**src/rtl/rabb_pkg.sv**
```systemverilog
// shared constants and channel blend function for the rotated alpha blend blitter
`default_nettype none

package rabb_pkg;

    // field widths
    localparam int COL_W   = 10;
    localparam int ROW_W   = 10;
    localparam int COV_W   = 8;
    localparam int RGB_W   = 24;
    localparam int IDX_W   = 19;
    localparam int ORG_W   = 11;
    localparam int CFG_IDX_W = 2;

    // packed stream widths, padded to whole bytes
    localparam int S_DATA_W = 56;
    localparam int M_DATA_W = 48;

    // configuration register indexes
    typedef enum logic [CFG_IDX_W-1:0] {
        CFG_FG_COLOR = 2'd0,
        CFG_ORIGIN_X = 2'd1,
        CFG_ORIGIN_Y = 2'd2
    } cfg_index_t;

    localparam logic [RGB_W-1:0] FG_COLOR_RESET = 24'hF4F4F8;

    // d + (f - d) * a / 255, quotient truncated toward zero
    // the magnitude is divided by 255 as (p + (p >> 8) + 1) >> 8, exact for p <= 65025
    function automatic logic [7:0] mix_channel(
        input logic [7:0] f,
        input logic [7:0] d,
        input logic [7:0] a
    );
        logic        up;
        logic [7:0]  diff;
        logic [15:0] prod;
        logic [16:0] sum;
        logic [7:0]  q;
        up   = (f >= d);
        diff = up ? (f - d) : (d - f);
        prod = 16'(diff) * 16'(a);
        sum  = 17'(prod) + 17'(prod[15:8]) + 17'd1;
        q    = sum[15:8];
        return up ? (d + q) : (d - q);
    endfunction

endpackage

`default_nettype wire

```
**src/rtl/rotated_alpha_blend_blit.sv**
```systemverilog
// rotated alpha blend blitter: clip, rotate and blend one coverage sample per word
//
//  channel | direction | payload
//  --------+-----------+-------------------------------------------------------------
//  s_      | in        | tdata: glyph_col, glyph_row, coverage, dest_pixel
//  m_      | out       | tdata: pixel_index, new_pixel; tuser: write_enable
//  cfg_    | in        | cfg_index, cfg_data (fg_color, origin_x, origin_y)
//
//  one word per clock sustained while m_tready stays high; an accepted word passes through
//  the input register and then the output register before it shows on m_tvalid
//  stages: input register, then index multiply and blend into the output register
//  aresetn is synchronous, active low; it empties both stages and restores the config
//  an output stall holds the output register; the input register still loads while
//  it is empty or moving forward, so s_tready drops only when both stages are full
`default_nettype none

module rotated_alpha_blend_blit #(
    parameter int PANEL_WIDTH  = 480,
    parameter int PANEL_HEIGHT = 800,
    parameter int SCAN_PITCH   = 800
) (
    input  wire logic                           aclk,
    input  wire logic                           aresetn,
    // input words
    input  wire logic                           s_tvalid,
    output logic                                s_tready,
    // [9:0] glyph_col, [19:10] glyph_row, [27:20] coverage, [51:28] dest_pixel
    input  wire logic [rabb_pkg::S_DATA_W-1:0]  s_tdata,
    // result words
    output logic                                m_tvalid,
    input  wire logic                           m_tready,
    // [18:0] pixel_index, [42:19] new_pixel
    output logic [rabb_pkg::M_DATA_W-1:0]       m_tdata,
    // [0] write_enable
    output logic                                m_tuser,
    // configuration writes
    input  wire logic                           cfg_valid,
    output logic                                cfg_ready,
    input  wire logic [rabb_pkg::CFG_IDX_W-1:0] cfg_index,
    input  wire logic [rabb_pkg::RGB_W-1:0]     cfg_data
);
    import rabb_pkg::*;

    localparam int POS_W = 14;
    localparam int ROT_W = 12;
    localparam int PIT_W = 13;
    localparam int SUM_W = ROT_W + PIT_W + 1;

    localparam logic signed [POS_W-1:0] PW_S = POS_W'(PANEL_WIDTH);
    localparam logic signed [POS_W-1:0] PH_S = POS_W'(PANEL_HEIGHT);
    localparam logic [PIT_W-1:0]        PITCH = PIT_W'(SCAN_PITCH);

    // configuration registers
    logic [RGB_W-1:0] fg_color_reg;
    logic [ORG_W-1:0] origin_x_reg;
    logic [ORG_W-1:0] origin_y_reg;

    // input stage
    logic             in_valid_reg;
    logic [COL_W-1:0] in_col_reg;
    logic [ROW_W-1:0] in_row_reg;
    logic [COV_W-1:0] in_cov_reg;
    logic [RGB_W-1:0] in_dest_reg;

    // output stage
    logic             out_valid_reg;
    logic [IDX_W-1:0] out_idx_reg;
    logic [RGB_W-1:0] out_pix_reg;
    logic             out_we_reg;

    logic             advance;
    logic             load_in;

    logic signed [POS_W-1:0] pos_x;
    logic signed [POS_W-1:0] pos_y;
    logic                    in_panel;
    logic [POS_W-1:0]        rot_x_full;
    logic [ROT_W-1:0]        rot_x;
    logic [SUM_W-1:0]        idx_full;
    logic [7:0]              red_mix;
    logic [7:0]              grn_mix;
    logic [7:0]              blu_mix;
    logic                    we_next;
    logic [IDX_W-1:0]        idx_next;
    logic [RGB_W-1:0]        pix_next;

    // handshake flow
    assign advance   = !out_valid_reg || m_tready;
    assign s_tready  = !in_valid_reg || advance;
    assign load_in   = s_tvalid && s_tready;
    assign cfg_ready = 1'b1;

    // configuration writes, unknown indexes ignored
    always_ff @(posedge aclk) begin
        if (!aresetn) begin
            fg_color_reg <= FG_COLOR_RESET;
            origin_x_reg <= '0;
            origin_y_reg <= '0;
        end else if (cfg_valid && cfg_ready) begin
            unique case (cfg_index)
                CFG_FG_COLOR: fg_color_reg <= cfg_data;
                CFG_ORIGIN_X: origin_x_reg <= cfg_data[ORG_W-1:0];
                CFG_ORIGIN_Y: origin_y_reg <= cfg_data[ORG_W-1:0];
                default: ;
            endcase
        end
    end

    // input register
    always_ff @(posedge aclk) begin
        if (!aresetn) begin
            in_valid_reg <= 1'b0;
        end else if (s_tready) begin
            in_valid_reg <= s_tvalid;
        end
    end

    always_ff @(posedge aclk) begin
        if (load_in) begin
            in_col_reg  <= s_tdata[9:0];
            in_row_reg  <= s_tdata[19:10];
            in_cov_reg  <= s_tdata[27:20];
            in_dest_reg <= s_tdata[51:28];
        end
    end

    // portrait position and clip test
    always_comb begin
        pos_x    = POS_W'($signed(origin_x_reg)) + $signed({4'b0, in_col_reg});
        pos_y    = POS_W'($signed(origin_y_reg)) + $signed({4'b0, in_row_reg});
        in_panel = !pos_x[POS_W-1] && (pos_x < PW_S) && !pos_y[POS_W-1] && (pos_y < PH_S);
    end

    // counter-clockwise rotation into the scan buffer
    always_comb begin
        rot_x_full = POS_W'(PW_S - 14'sd1 - pos_x);
        rot_x      = rot_x_full[ROT_W-1:0];
        idx_full   = SUM_W'(rot_x) * SUM_W'(PITCH) + SUM_W'(pos_y[ROT_W-1:0]);
    end

    // per channel blend
    always_comb begin
        red_mix  = mix_channel(fg_color_reg[23:16], in_dest_reg[23:16], in_cov_reg);
        grn_mix  = mix_channel(fg_color_reg[15:8],  in_dest_reg[15:8],  in_cov_reg);
        blu_mix  = mix_channel(fg_color_reg[7:0],   in_dest_reg[7:0],   in_cov_reg);
        we_next  = in_panel && (in_cov_reg != '0);
        idx_next = in_panel ? idx_full[IDX_W-1:0] : '0;
        pix_next = we_next ? {red_mix, grn_mix, blu_mix} : in_dest_reg;
    end

    // output register
    always_ff @(posedge aclk) begin
        if (!aresetn) begin
            out_valid_reg <= 1'b0;
        end else if (advance) begin
            out_valid_reg <= in_valid_reg;
        end
    end

    always_ff @(posedge aclk) begin
        if (advance && in_valid_reg) begin
            out_idx_reg <= idx_next;
            out_pix_reg <= pix_next;
            out_we_reg  <= we_next;
        end
    end

    assign m_tvalid = out_valid_reg;
    assign m_tdata  = {5'b0, out_pix_reg, out_idx_reg};
    assign m_tuser  = out_we_reg;

    // a word in the input stage moves to the output stage when it advances
    a_stage_move: assert property (@(posedge aclk) disable iff (!aresetn)
        (advance && in_valid_reg) |=> out_valid_reg)
        else $error("input word lost between stages");

    // write enable only for nonzero coverage
    a_we_cov: assert property (@(posedge aclk) disable iff (!aresetn)
        (advance && in_valid_reg) |=> (!out_we_reg || $past(in_cov_reg != '0)))
        else $error("write enabled for zero coverage");

    // an empty input stage always takes a word
    a_in_ready: assert property (@(posedge aclk) disable iff (!aresetn)
        !in_valid_reg |-> s_tready)
        else $error("input stalled while input stage empty");

    // a stalled result word holds its value
    a_out_hold: assert property (@(posedge aclk) disable iff (!aresetn)
        (out_valid_reg && !m_tready) |=> (out_valid_reg && $stable(out_pix_reg)
                                          && $stable(out_idx_reg)))
        else $error("stalled result word changed");

endmodule

`default_nettype wire
```
**config.mk**
```make
export PLATFORM = sky130hd
export DESIGN_NAME = rotated_alpha_blend_blit
export DESIGN_NICKNAME = d
export VERILOG_FILES = /design/src/rtl/rabb_pkg.sv /design/src/rtl/rotated_alpha_blend_blit.sv
export SDC_FILE = /design/constraint.sdc
export NUM_CORES = 1
export LEC_CHECK = 0
export BUFFER_PORTS_ARGS = -buffer_cell sky130_fd_sc_hd__buf_2
export CAP_MARGIN = 20
export CORE_AREA = 2 2 207 209
export DETAILED_ROUTE_END_ITERATION = 7
export DIE_AREA = 0 0 209 211
export GPL_ROUTABILITY_DRIVEN = 1
export PLACE_DENSITY_LB_ADDON = 0.15
export SLEW_MARGIN = 10
export SYNTH_ARGS = -nofsm -noshare
export SYNTH_HDL_FRONTEND = slang
export SYNTH_SLANG_ARGS = --single-unit
```
**constraint.sdc**
```tcl
create_clock -name aclk -period 12.85 [get_ports aclk]
set_input_delay 0.6425 -clock aclk [delete_from_list [all_inputs] [get_ports aclk]]
set_output_delay 0.6425 -clock aclk [all_outputs]
set_load 0.005 [all_outputs]
```
* Word-level counts from Yosys, hierarchy flattened *
Index checks and enable logic that the tools add are counted.

storage, ports and cells
  input bits = 87
  register bits after elaboration = 144
  output and inout bits = 52

operators by class
  multiply operators = 4
  eq/ne operators = 2
  multiplexer cells = 7
  order comparisons = 5
  reductions and logical operators = 17
  add/sub/neg operators = 22

operators with widths
  kind                                                                            count
  8-bit subtractor                                                                9
  16-bit by 1-bit adder with 16-bit output, second input constant                 3
  16-bit by 8-bit adder with 16-bit output                                        3
  8-bit by 8-bit multiplier with 16-bit output                                    3
  8-bit two-way mux                                                               6
  11-bit by 11-bit adder with 12-bit output                                       2
  8-bit adder                                                                     3
  8-bit >= comparator                                                             3
  24-bit two-way mux                                                              1
  19-bit by 12-bit adder with 19-bit output                                       1
  12-bit by 5-bit multiplier with 14-bit output, second input constant            1
  12-bit by 10-bit less-than comparator with 1-bit output, second input constant  1
  12-bit by 11-bit less-than comparator with 1-bit output, second input constant  1
  10-bit by 12-bit subtractor with 12-bit output, first input constant            1
  8-bit nonzero test                                                              1
  1-bit logical AND                                                               6
  2-bit AND reduction                                                             3
  1-bit zero test                                                                 4
  2-bit by 1-bit == test with 1-bit output, second input constant                 1
  2-bit == test, second input constant                                            1
  2-bit zero test                                                                 1
  1-bit logical OR                                                                2

* Logic depth before layout (Yosys ltp) *
Gate-level depths: netlist of the first run.

  depth after elaboration = 8
  gate-level depth with buffers = 55
  depth with buffers taken out = 53

* Least setup slack after synthesis of the first run *
No wires, ideal clock.

  path type = register to register
  start point = register in_dest_reg[9]
  end point = register out_pix_reg[15], data pin
  arrival = 10.958 ns
  buffers on the path = 1
  data required time = 12.581 ns
  setup time = 0.269 ns
  slack = 1.623 ns
  stages on the path, launching flop included = 50
  period minus slack after synthesis = 11.227 ns
  cell sequence = edfxtp_1 inv_1 fa_1 a21oi_1 o211ai_1 a21oi_1 o21ai_0 a21o_1 a21oi_1 clkbuf_1 mux2i_1 a21oi_1 a2111oi_0 xnor2_1 and2_1 fa_1 inv_1 fa_1 [... 14 more ...] o311ai_0 maj3_1 o21ai_0 nand3_1 nor2b_1 or3_1 a221oi_1 xnor2_1 ha_1 a21oi_1 o21bai_1 a21oi_1 xnor2_1 xnor2_1 or3_1 o31ai_1 nor3_1 nand4_1

on the way
  longest elaborated chain between the ends = 8
  elaborated cells between the ends (all ways) = 11

RTL lines
  item                                                     line                             text
  from (decl)                                              rotated_alpha_blend_blit.sv:63   logic [RGB_W-1:0] in_dest_reg;
  from (signal assigned)                                   rotated_alpha_blend_blit.sv:123  in_dest_reg <= s_tdata[51:28];
  8-bit subtractor or 8-bit >= comparator (tied branches)  rabb_pkg.sv:41, rabb_pkg.sv:40
  8-bit two-way mux                                        rabb_pkg.sv:41                   diff = up ? (f - d) : (d - f);
  8-bit by 8-bit multiplier with 16-bit output             rabb_pkg.sv:42                   prod = 16'(diff) * 16'(a);
  16-bit by 8-bit adder with 16-bit output                 rabb_pkg.sv:43                   sum = 17'(prod) + 17'(prod[15:8]) + 17'd1;
  16-bit by 1-bit adder with 16-bit output                 rabb_pkg.sv:43
  8-bit subtractor or 8-bit adder (tied branches)          rabb_pkg.sv:45                   return up ? (d + q) : (d - q);
  8-bit two-way mux *                                      rabb_pkg.sv:45
  24-bit two-way mux *                                     rotated_alpha_blend_blit.sv:148  pix_next = we_next ? {red_mix, grn_mix, blu_mix} : in_dest_reg;
  net pix_next[15]                                         rotated_alpha_blend_blit.sv:85   logic [RGB_W-1:0] pix_next;
  to (signal assigned)                                     rotated_alpha_blend_blit.sv:163  out_pix_reg <= pix_next;
  to (decl)                                                rotated_alpha_blend_blit.sv:68   logic [RGB_W-1:0] out_pix_reg;

The timed path passes the listed nets; every way through them passes the cells marked *.
A chain may end at the register's enable or synchronous reset.

* Worst setup path in the final report of the first run *
  start point = register in_dest_reg[0]
  end point = register out_pix_reg[7], data pin

The elaborated chain is that of the path after synthesis.

==> flow_summary.toml, run 1 <==
[yosys]
syn-mean-instance-area_um2 = 9.01
synthSimpleGateAreaFrac = 0.168
synthFlopType = "edfxtp_1"
async_flop_share = 0
synth_top_family_by_area = "adder cells"
syn-cell-area_um2 = 18600
yosys.area.top_type = "ha_1"
synth-compound-area-share = 0.147
ys_ff_latch = 144
synth_cells = 2065
ys_seq_area_frac = 0.207
synth-xor-area-share = 0.0743
synth_top_cell_area_share = 0.167
synth.distinct_cells = 100
synthMuxAreaShare = 0.0277
synthTopCellsByArea = "ha_1 17%, edfxtp_1 15%, fa_1 14%"
synth_edf_count = 96
yosysWarnings = 0
synth-adder-area-share = 0.306

[detailed_routing]
dr.first_iter.drc_count = 900
drt_wl_total_mm = 48.9
vias = 14900
first_pass_iters = 5
post_drt_via_cell_ratio = 5.43
postRouteAntennaNets = 0
drc_errors = 0
wl_per_cell_um = 17.8

[setup_path]
max_stage_delay_ps = 560
arrival_ps = 12400
crit_path_start_kind = "flip-flop"
crit_top_cell = "xnor2_1"
slowest_stage = "fa_1"
cp.required_ps = 13080
crit_path_end_kind = "flip-flop"
crit_type = "flip-flop to flip-flop"
cp_max_fo = 8

[floorplanning]
start_util = 0.446
dieHeight_um = 211
core_area_um2 = 41800
rows = 75
num_io_pins = 139
die_w_um = 209
die_area_um2 = 44100

[timing]
worst_pin_slew_ps = 1120
setup_viol = 0
relSlewSlack = 0.248
period_share = 0.947
finalCriticalPeriod_ps = 12160
holdWs_ps = 324
fmax_mhz = 82.2
finalHoldViolCount = 0
slew_viol_final = 0
fin_skew_ps = 17.3

[clock_network]
clockBufferDepth = 2
cts_tree = "done"
cts_sinks = 144
path_clk_slew_ps = 80
insertion_delay_ps = 490
numCtsBuffers = 17
h-tree-depth = 4
cts_root_buf = "clkbuf_16"

[cells_and_area]
n_fill_cell = 3942
multiInputGateArea_um2 = 13600
final_nets = 2654
diodes = 0
post-route-util = 0.496
area_delta_synth_final_pct = 11.2
seq_area_um2 = 3840
drive_above_1_share = 0.117

[status]
status = "complete, no violations"

[global_route]
grt_usage = 0.230
grt_start_max_net_pins = 53
grt_overflow_total = 0
grt_pass1_wl_mm = 79.1
antenna_found_initial = 1
grt_pass1_vias = 14800

[min_path]
hold_path.class = "input pin to flip-flop"

[placed_design]
portBuffers = 128
dp_hpwl_mm = 38.8
place.gp.congestion = 0.899

[run]
maxCapViolCount = 0
worst paths after layout:
check,from,to,slack (ps),cells after the start
worst max register to register,in_dest_reg[0]$_DFFE_PP_,out_pix_reg[7]$_DFFE_PP_,690,47
worst min register to register,fg_color_reg[2]$_SDFFE_PN0P_,fg_color_reg[2]$_SDFFE_PN0P_,490,2
worst min-delay path,s_tdata[43],in_dest_reg[15]$_DFFE_PP_,320,1
worst max-delay path,in_dest_reg[0]$_DFFE_PP_,out_pix_reg[7]$_DFFE_PP_,690,47
metal layers:
layer / up-vias / global-route usage / part of all wire
met5: - / 0 / 0
met4: 0 / 0.0916 / 0.034
met3: 67 / 0.0376 / 0.045
met2: 332 / 0.376 / 0.46
met1: 7175 / 0.303 / 0.46
li1: 7308 / - / -
metrics by stage:
stage	setup TNS, ps	area, um2	worst slack, ps	instances
floorplan	0	18600	1620	2069
global placement	0	20000	361	2707
detailed placement	0	20000	280	2707
CTS	0	20600	248	2739
global route	-68.2	20700	-50.2	2743
finish	0	20700	687	2743
cells in the mapped netlist, drive strengths merged (5+ instances only):
cell	count
and2	111
a41oi	9
xor2	34
nand3	26
nand4	18
or2	6
a311oi	5
a21oi	107
clkinv	6
o32ai	8
nand3b	6
a21o	29
o31ai	6
clkbuf	44
o211ai	21
o22ai	5
xnor2	109
fa	127
and3	14
nor2b	41
a211o	5
edfxtp	96
dfxtp	48
buf	22
a211oi	18
nor2	137
ha	249
nand2	157
or3	15
nor3b	6
o21ai	70
a21boi	16
inv	266
nand4b	5
nand2b	24
o21bai	21
a31oi	7
o311ai	11
o21a	19
nor3	21
mux2i	41
mux2	7
a2111oi	6
what timing repair did:
| item | 4_1_cts | 5_1_grt |
|---|---|---|
| gates resized for setup | 0 | 14 |
| hold buffers | 0 | 0 |
| setup buffers | 0 | 3 |
| setup endpoints to repair | 0 | 3 |
cells in the final DEF (no fill, tap or decap), drive strengths merged, types with 7 or more instances in the layout:
| cell | netlist | final |
|---|---|---|
| inv | 266 | 274 |
| ha | 249 | 249 |
| buf | 22 | 169 |
| nand2 | 157 | 157 |
| nor2 | 137 | 137 |
| fa | 127 | 127 |
| and2 | 111 | 111 |
| xnor2 | 109 | 109 |
| a21oi | 107 | 107 |
| edfxtp | 96 | 96 |
| o21ai | 70 | 70 |
| dfxtp | 48 | 48 |
| nor2b | 41 | 41 |
| mux2i | 41 | 41 |
| xor2 | 34 | 34 |
| a21o | 29 | 29 |
| nand3 | 26 | 26 |
| nand2b | 24 | 24 |
| o21bai | 21 | 21 |
| nor3 | 21 | 21 |
| o211ai | 21 | 21 |
| o21a | 19 | 19 |
| nand4 | 18 | 18 |
| clkbuf | 44 | 18 |
| a211oi | 18 | 18 |
| a21boi | 16 | 16 |
| or3 | 15 | 15 |
| and3 | 14 | 14 |
| clkinv | 6 | 12 |
| o311ai | 11 | 11 |
| a41oi | 9 | 9 |
| o32ai | 8 | 8 |
| a31oi | 7 | 7 |
| mux2 | 7 | 7 |
area by class of cell:
type,instances,area share
inverter,272,0.0493
multi-input combinational,1587,0.656
timing repair buffer,169,0.0468
tap,539,0.0326
clock buffer,18,0.0218
sequential,144,0.186
clock inverter,14,0.00774
worst max-delay path, delay by kind of cell, from the launching register on:
kind	cells	cell delay (ps)
AOI/OAI and AO/OA	20	4120
muxes	3	920
DFF	1	490
buffers and inverters	4	340
xor gates and xnor gates	6	1280
and+or+nand+nor	5	1140
adders and majority gates	9	3590
kinds of logic after synthesis:
group           after synthesis
simple gates                609
compound gates              396
fa+ha+maj                   379
buf+inv                     338
xor+xnor                    148
flops                       144
mux                          49
other cells                   2
Power of run 1 is left out: the tool's default activity adds up to more than one toggle a clock period on the data nets, which glitch-free logic cannot reach.
==> inputs of run 2 (changes only) <==
--- a/config.mk
+++ b/config.mk
@@ -7,9 +7,9 @@
 export LEC_CHECK = 0
 export BUFFER_PORTS_ARGS = -buffer_cell sky130_fd_sc_hd__buf_2
 export CAP_MARGIN = 20
-export CORE_AREA = 2 2 207 209
+export CORE_AREA = 2 2 219 221
 export DETAILED_ROUTE_END_ITERATION = 7
-export DIE_AREA = 0 0 209 211
+export DIE_AREA = 0 0 221 223
 export GPL_ROUTABILITY_DRIVEN = 1
 export PLACE_DENSITY_LB_ADDON = 0.15
 export SLEW_MARGIN = 10
==> run 2 against run 1 <==
  * Count of clock-buffer cells in the layout increased by 2
  * Die area increased by 12%
  * Clock skew increased by 3.7 ps
  * Core utilization decreased by 5.5 points
  * Largest cell class unchanged
  * Global-route usage decreased by 2.4 points
  * Worst hold slack got worse by 12 ps
  * First-iteration DRC count decreased by 20%
  * Non-clock buffer count decreased by 9
  * Final cell count increased by 2.4%
  * Register-to-register slack improved by 50 ps
  * Via count decreased by 1.6%
==> flow_summary.toml, run 2 (same netlist as run 1, synthesis figures left out) <==
[setup_path]
crit_path_end_kind = "flip-flop"
crit_type = "flip-flop to flip-flop"
path_buf_inv = 5
critical-path-top-delay-family = "compound AO/OA/AOI/OAI gates"
slowest_stage = "fa_1"
crit_path_start_kind = "flip-flop"
cp_max_fo = 9
arrival_ps = 12360
max_stage_delay_ps = 530
cp.required_ps = 13100

[floorplanning]
rows = 80
num_io_pins = 139
die_w_um = 221
die_area_um2 = 49300
core_area_um2 = 47100
dieHeight_um = 223
start_util = 0.395

[timing]
rsz0062_at_grt = "yes"
relSlewSlack = 0.355
slew_viol_final = 0
period_share = 0.943
setup_ws_ps = 738
finalCriticalPeriod_ps = 12110
holdWs_ps = 313
fmax_mhz = 82.6
worst_pin_slew_ps = 967
finalHoldViolCount = 0
fin_skew_ps = 20.9
tns_ps = 0
setup_viol = 0

[clock_network]
cts_hold_buf = 0
h-tree-depth = 4
cts_root_buf = "clkbuf_16"
cts_sinks = 144
numCtsBuffers = 17
path_clk_slew_ps = 80
cts_tree = "done"
clockBufferDepth = 2
insertion_delay_ps = 500

[global_route]
grt_usage = 0.206
grt_overflow_total = 0
grt_start_max_net_pins = 53
grt_pass1_wl_mm = 80.1
grt_pass1_vias = 15000
antenna_found_initial = 0

[detailed_routing]
postRouteAntennaNets = 0
vias = 14600
wl_per_cell_um = 17.5
drc_errors = 0
dr.first_iter.drc_count = 720
drt_wl_total_mm = 49.2
post_drt_via_cell_ratio = 5.21
first_pass_iters = 5

[cells_and_area]
final_nets = 2645
drive_above_1_share = 0.113
diodes = 0
layout_common_cells = "265 x inv_1, 249 x ha_1, 156 x nand2_1, 136 x nor2_1, 128 x buf_2"
multiInputGateArea_um2 = 13600
final_common_cell = "inv_1"
area_delta_synth_final_pct = 11.6
post-route-util = 0.440
n_fill_cell = 4607
seq_area_um2 = 3840

[placed_design]
portBuffers = 128
place.gp.congestion = 0.853
place_ws_ps = 138
dp_hpwl_mm = 38.3

[run]
maxCapViolCount = 0

[status]
status = "complete, no violations"

[min_path]
hold_path.class = "input pin to flip-flop"
[run 2: path summary, 6_finish.rpt]
path,startpoint,end,slack (ps),cells past startpoint
max reg2reg,in_dest_reg[1]$_DFFE_PP_,out_pix_reg[7]$_DFFE_PP_,740,48
min,s_tdata[22],in_cov_reg[2]$_DFFE_PP_,310,1
min reg2reg,fg_color_reg[23]$_SDFFE_PN1P_,fg_color_reg[23]$_SDFFE_PN1P_,480,2
max,in_dest_reg[1]$_DFFE_PP_,out_pix_reg[7]$_DFFE_PP_,740,48
[run 2: area by class of cell]
| type | instances | area share |
|---|---|---|
| timing repair buffer | 160 | 0.0434 |
| clock buffer | 20 | 0.0215 |
| tap | 615 | 0.0371 |
| sequential | 144 | 0.185 |
| clock inverter | 12 | 0.00874 |
| multi-input combinational | 1587 | 0.655 |
| inverter | 272 | 0.0492 |
[run 2: what timing repair did]
item                                    CTS  global route
endpoints found under the setup margin    0             3
setup buffers                             0             3
resized for setup                         0            18
[run 2: metrics by stage]
step | instances | instance area [um2]
floorplan | 2069 | 18600
global placement | 2773 | 20000
detailed placement | 2773 | 20000
CTS | 2805 | 20600
global route | 2810 | 20800
finish | 2810 | 20800
[run 2: layer usage]
metal  share of wire  up-vias  track usage
met5               0        -            0
met4           0.019        0       0.0595
met3           0.027       51       0.0266
met2            0.47      194        0.346
met1            0.49     7098        0.277
li1                -     7301            -
Power of run 2 is left out for the same reason.
==> inputs of run 3 (changes only) <==
--- a/config.mk
+++ b/config.mk
@@ -8,6 +8,7 @@
 export BUFFER_PORTS_ARGS = -buffer_cell sky130_fd_sc_hd__buf_2
 export CAP_MARGIN = 20
 export CORE_AREA = 2 2 219 221
+export CTS_BUF_LIST = sky130_fd_sc_hd__clkbuf_8
 export DETAILED_ROUTE_END_ITERATION = 7
 export DIE_AREA = 0 0 221 223
 export GPL_ROUTABILITY_DRIVEN = 1
==> run 3 against run 2 <==
  * Count of clock-buffer cells in the layout fell by 2
  * Highest routed layer unchanged
  * First-iteration DRC count up 1.4%
  * Critical endpoint unchanged
  * Worst hold slack lost 74 ps
==> flow_summary.toml, run 3 (same netlist as run 1, synthesis figures left out) <==
[status]
status = "complete, no violations"

[timing]
rsz0062_at_grt = "no"
period_share = 0.944
worst_pin_slew_ps = 959
finalCriticalPeriod_ps = 12120
setup_viol = 0
fmax_mhz = 82.5
relSlewSlack = 0.361
tns_ps = 0
slew_viol_final = 0
finalHoldViolCount = 0
fin_skew_ps = 36.6

[clock_network]
numCtsBuffers = 17
cts_tree = "done"
cts_sinks = 144
clockBufferDepth = 2
h-tree-depth = 4
path_clk_slew_ps = 110
cts_root_buf = "clkbuf_8"
insertion_delay_ps = 570

[cells_and_area]
final_nets = 2647
diodes = 0
layout_common_cells = "267 x inv_1, 249 x ha_1, 156 x nand2_1, 136 x nor2_1, 128 x buf_2"
area_delta_synth_final_pct = 10.7
final_common_cell = "inv_1"
final_cells = 2812
drive_above_1_share = 0.115

[setup_path]
cp_max_fo = 9
crit_path_start_kind = "flip-flop"
crit_type = "flip-flop to flip-flop"
max_stage_delay_ps = 530
crit_path_end_kind = "flip-flop"
slowest_stage = "edfxtp_1"
arrival_ps = 12440
cp.required_ps = 13170
critPathLaunch = "in_dest_reg[1]$_DFFE_PP_"
reg2reg_from = "in_dest_reg[1]$_DFFE_PP_"

[detailed_routing]
first_pass_iters = 6
drc_errors = 0
dr.first_iter.drc_count = 730
postRouteAntennaNets = 0
vias = 14700
drt_wl_total_mm = 49.2
post_drt_via_cell_ratio = 5.22
wl_per_cell_um = 17.5

[floorplanning]
die_w_um = 221
core_area_um2 = 47100
rows = 80
die_area_um2 = 49300
dieHeight_um = 223
num_io_pins = 139
start_util = 0.395

[global_route]
grt_pass1_wl_mm = 80.0
grt_usage = 0.205
grt_start_max_net_pins = 53
antenna_found_initial = 0
grt_overflow_total = 0
grt_pass1_vias = 14900

[placed_design]
placedCellCount = 2773
dp_hpwl_mm = 38.3
portBuffers = 128
place.gp.congestion = 0.853

[min_path]
hold_path.class = "input pin to flip-flop"
min_from = "s_tdata[22]"

[run]
maxCapViolCount = 0
-- run 3: area by class of cell --
cell class / count / area (um2)
Clock buffer: 18 / 248
Sequential cell: 144 / 3840
Timing Repair Buffer: 162 / 916
Clock inverter: 14 / 189
Inverter: 272 / 1020
Tap cell: 615 / 769
Fill cell: 4625 / 26500
Multi-Input combinational cell: 1587 / 13600
-- run 3: what timing repair did --
action,in CTS,in global routing
hold buffers,0,0
buffers inserted,0,5
gates resized for setup,0,20
setup endpoints to repair,0,3
-- run 3: layer usage --
| layer | track usage | share of wire |
|---|---|---|
| met1 | 0.277 | 0.49 |
| met2 | 0.345 | 0.47 |
| met3 | 0.0258 | 0.026 |
| met5 | 0 | 0 |
| met4 | 0.0606 | 0.017 |
-- run 3: path summary, 6_finish.rpt --
check / to / slack, ps / depth (start not counted)
worst max-delay path: out_pix_reg[7]$_DFFE_PP_ / 730 / 48
worst min-delay path: in_cov_reg[2]$_DFFE_PP_ / 240 / 1
worst max register to register: out_pix_reg[7]$_DFFE_PP_ / 730 / 48
worst min register to register: fg_color_reg[23]$_SDFFE_PN1P_ / 480 / 2
-- run 3: metrics by stage --
| stage | setup WS, ps | hold WS (ps) | instance area (um2) | util |
|---|---|---|---|---|
| 2_1_floorplan | 1620 | 447 | 18600 | - |
| 3_3_place_gp | 538 | 457 | 20000 | 0.424 |
| 3_5_place_dp | 138 | 470 | 20000 | 0.424 |
| 4_1_cts | 68.0 | 183 | 20400 | 0.433 |
| 5_1_grt | 54.4 | 210 | 20600 | 0.437 |
| 6_report | 726 | 238 | 20600 | 0.437 |
-- run 3: critical path: cells and delay by family, from the launching register on --
kind                       cells  cell delay (ps)
AOI/OAI and AO/OA             18             3820
buffers and inverters          5              340
and+or+nand+nor                8             1880
xor gates and xnor gates       7             1340
adders and majority gates      8             3430
DFF                            1              530
muxes                          2              550
Power of run 3 is left out for the same reason.
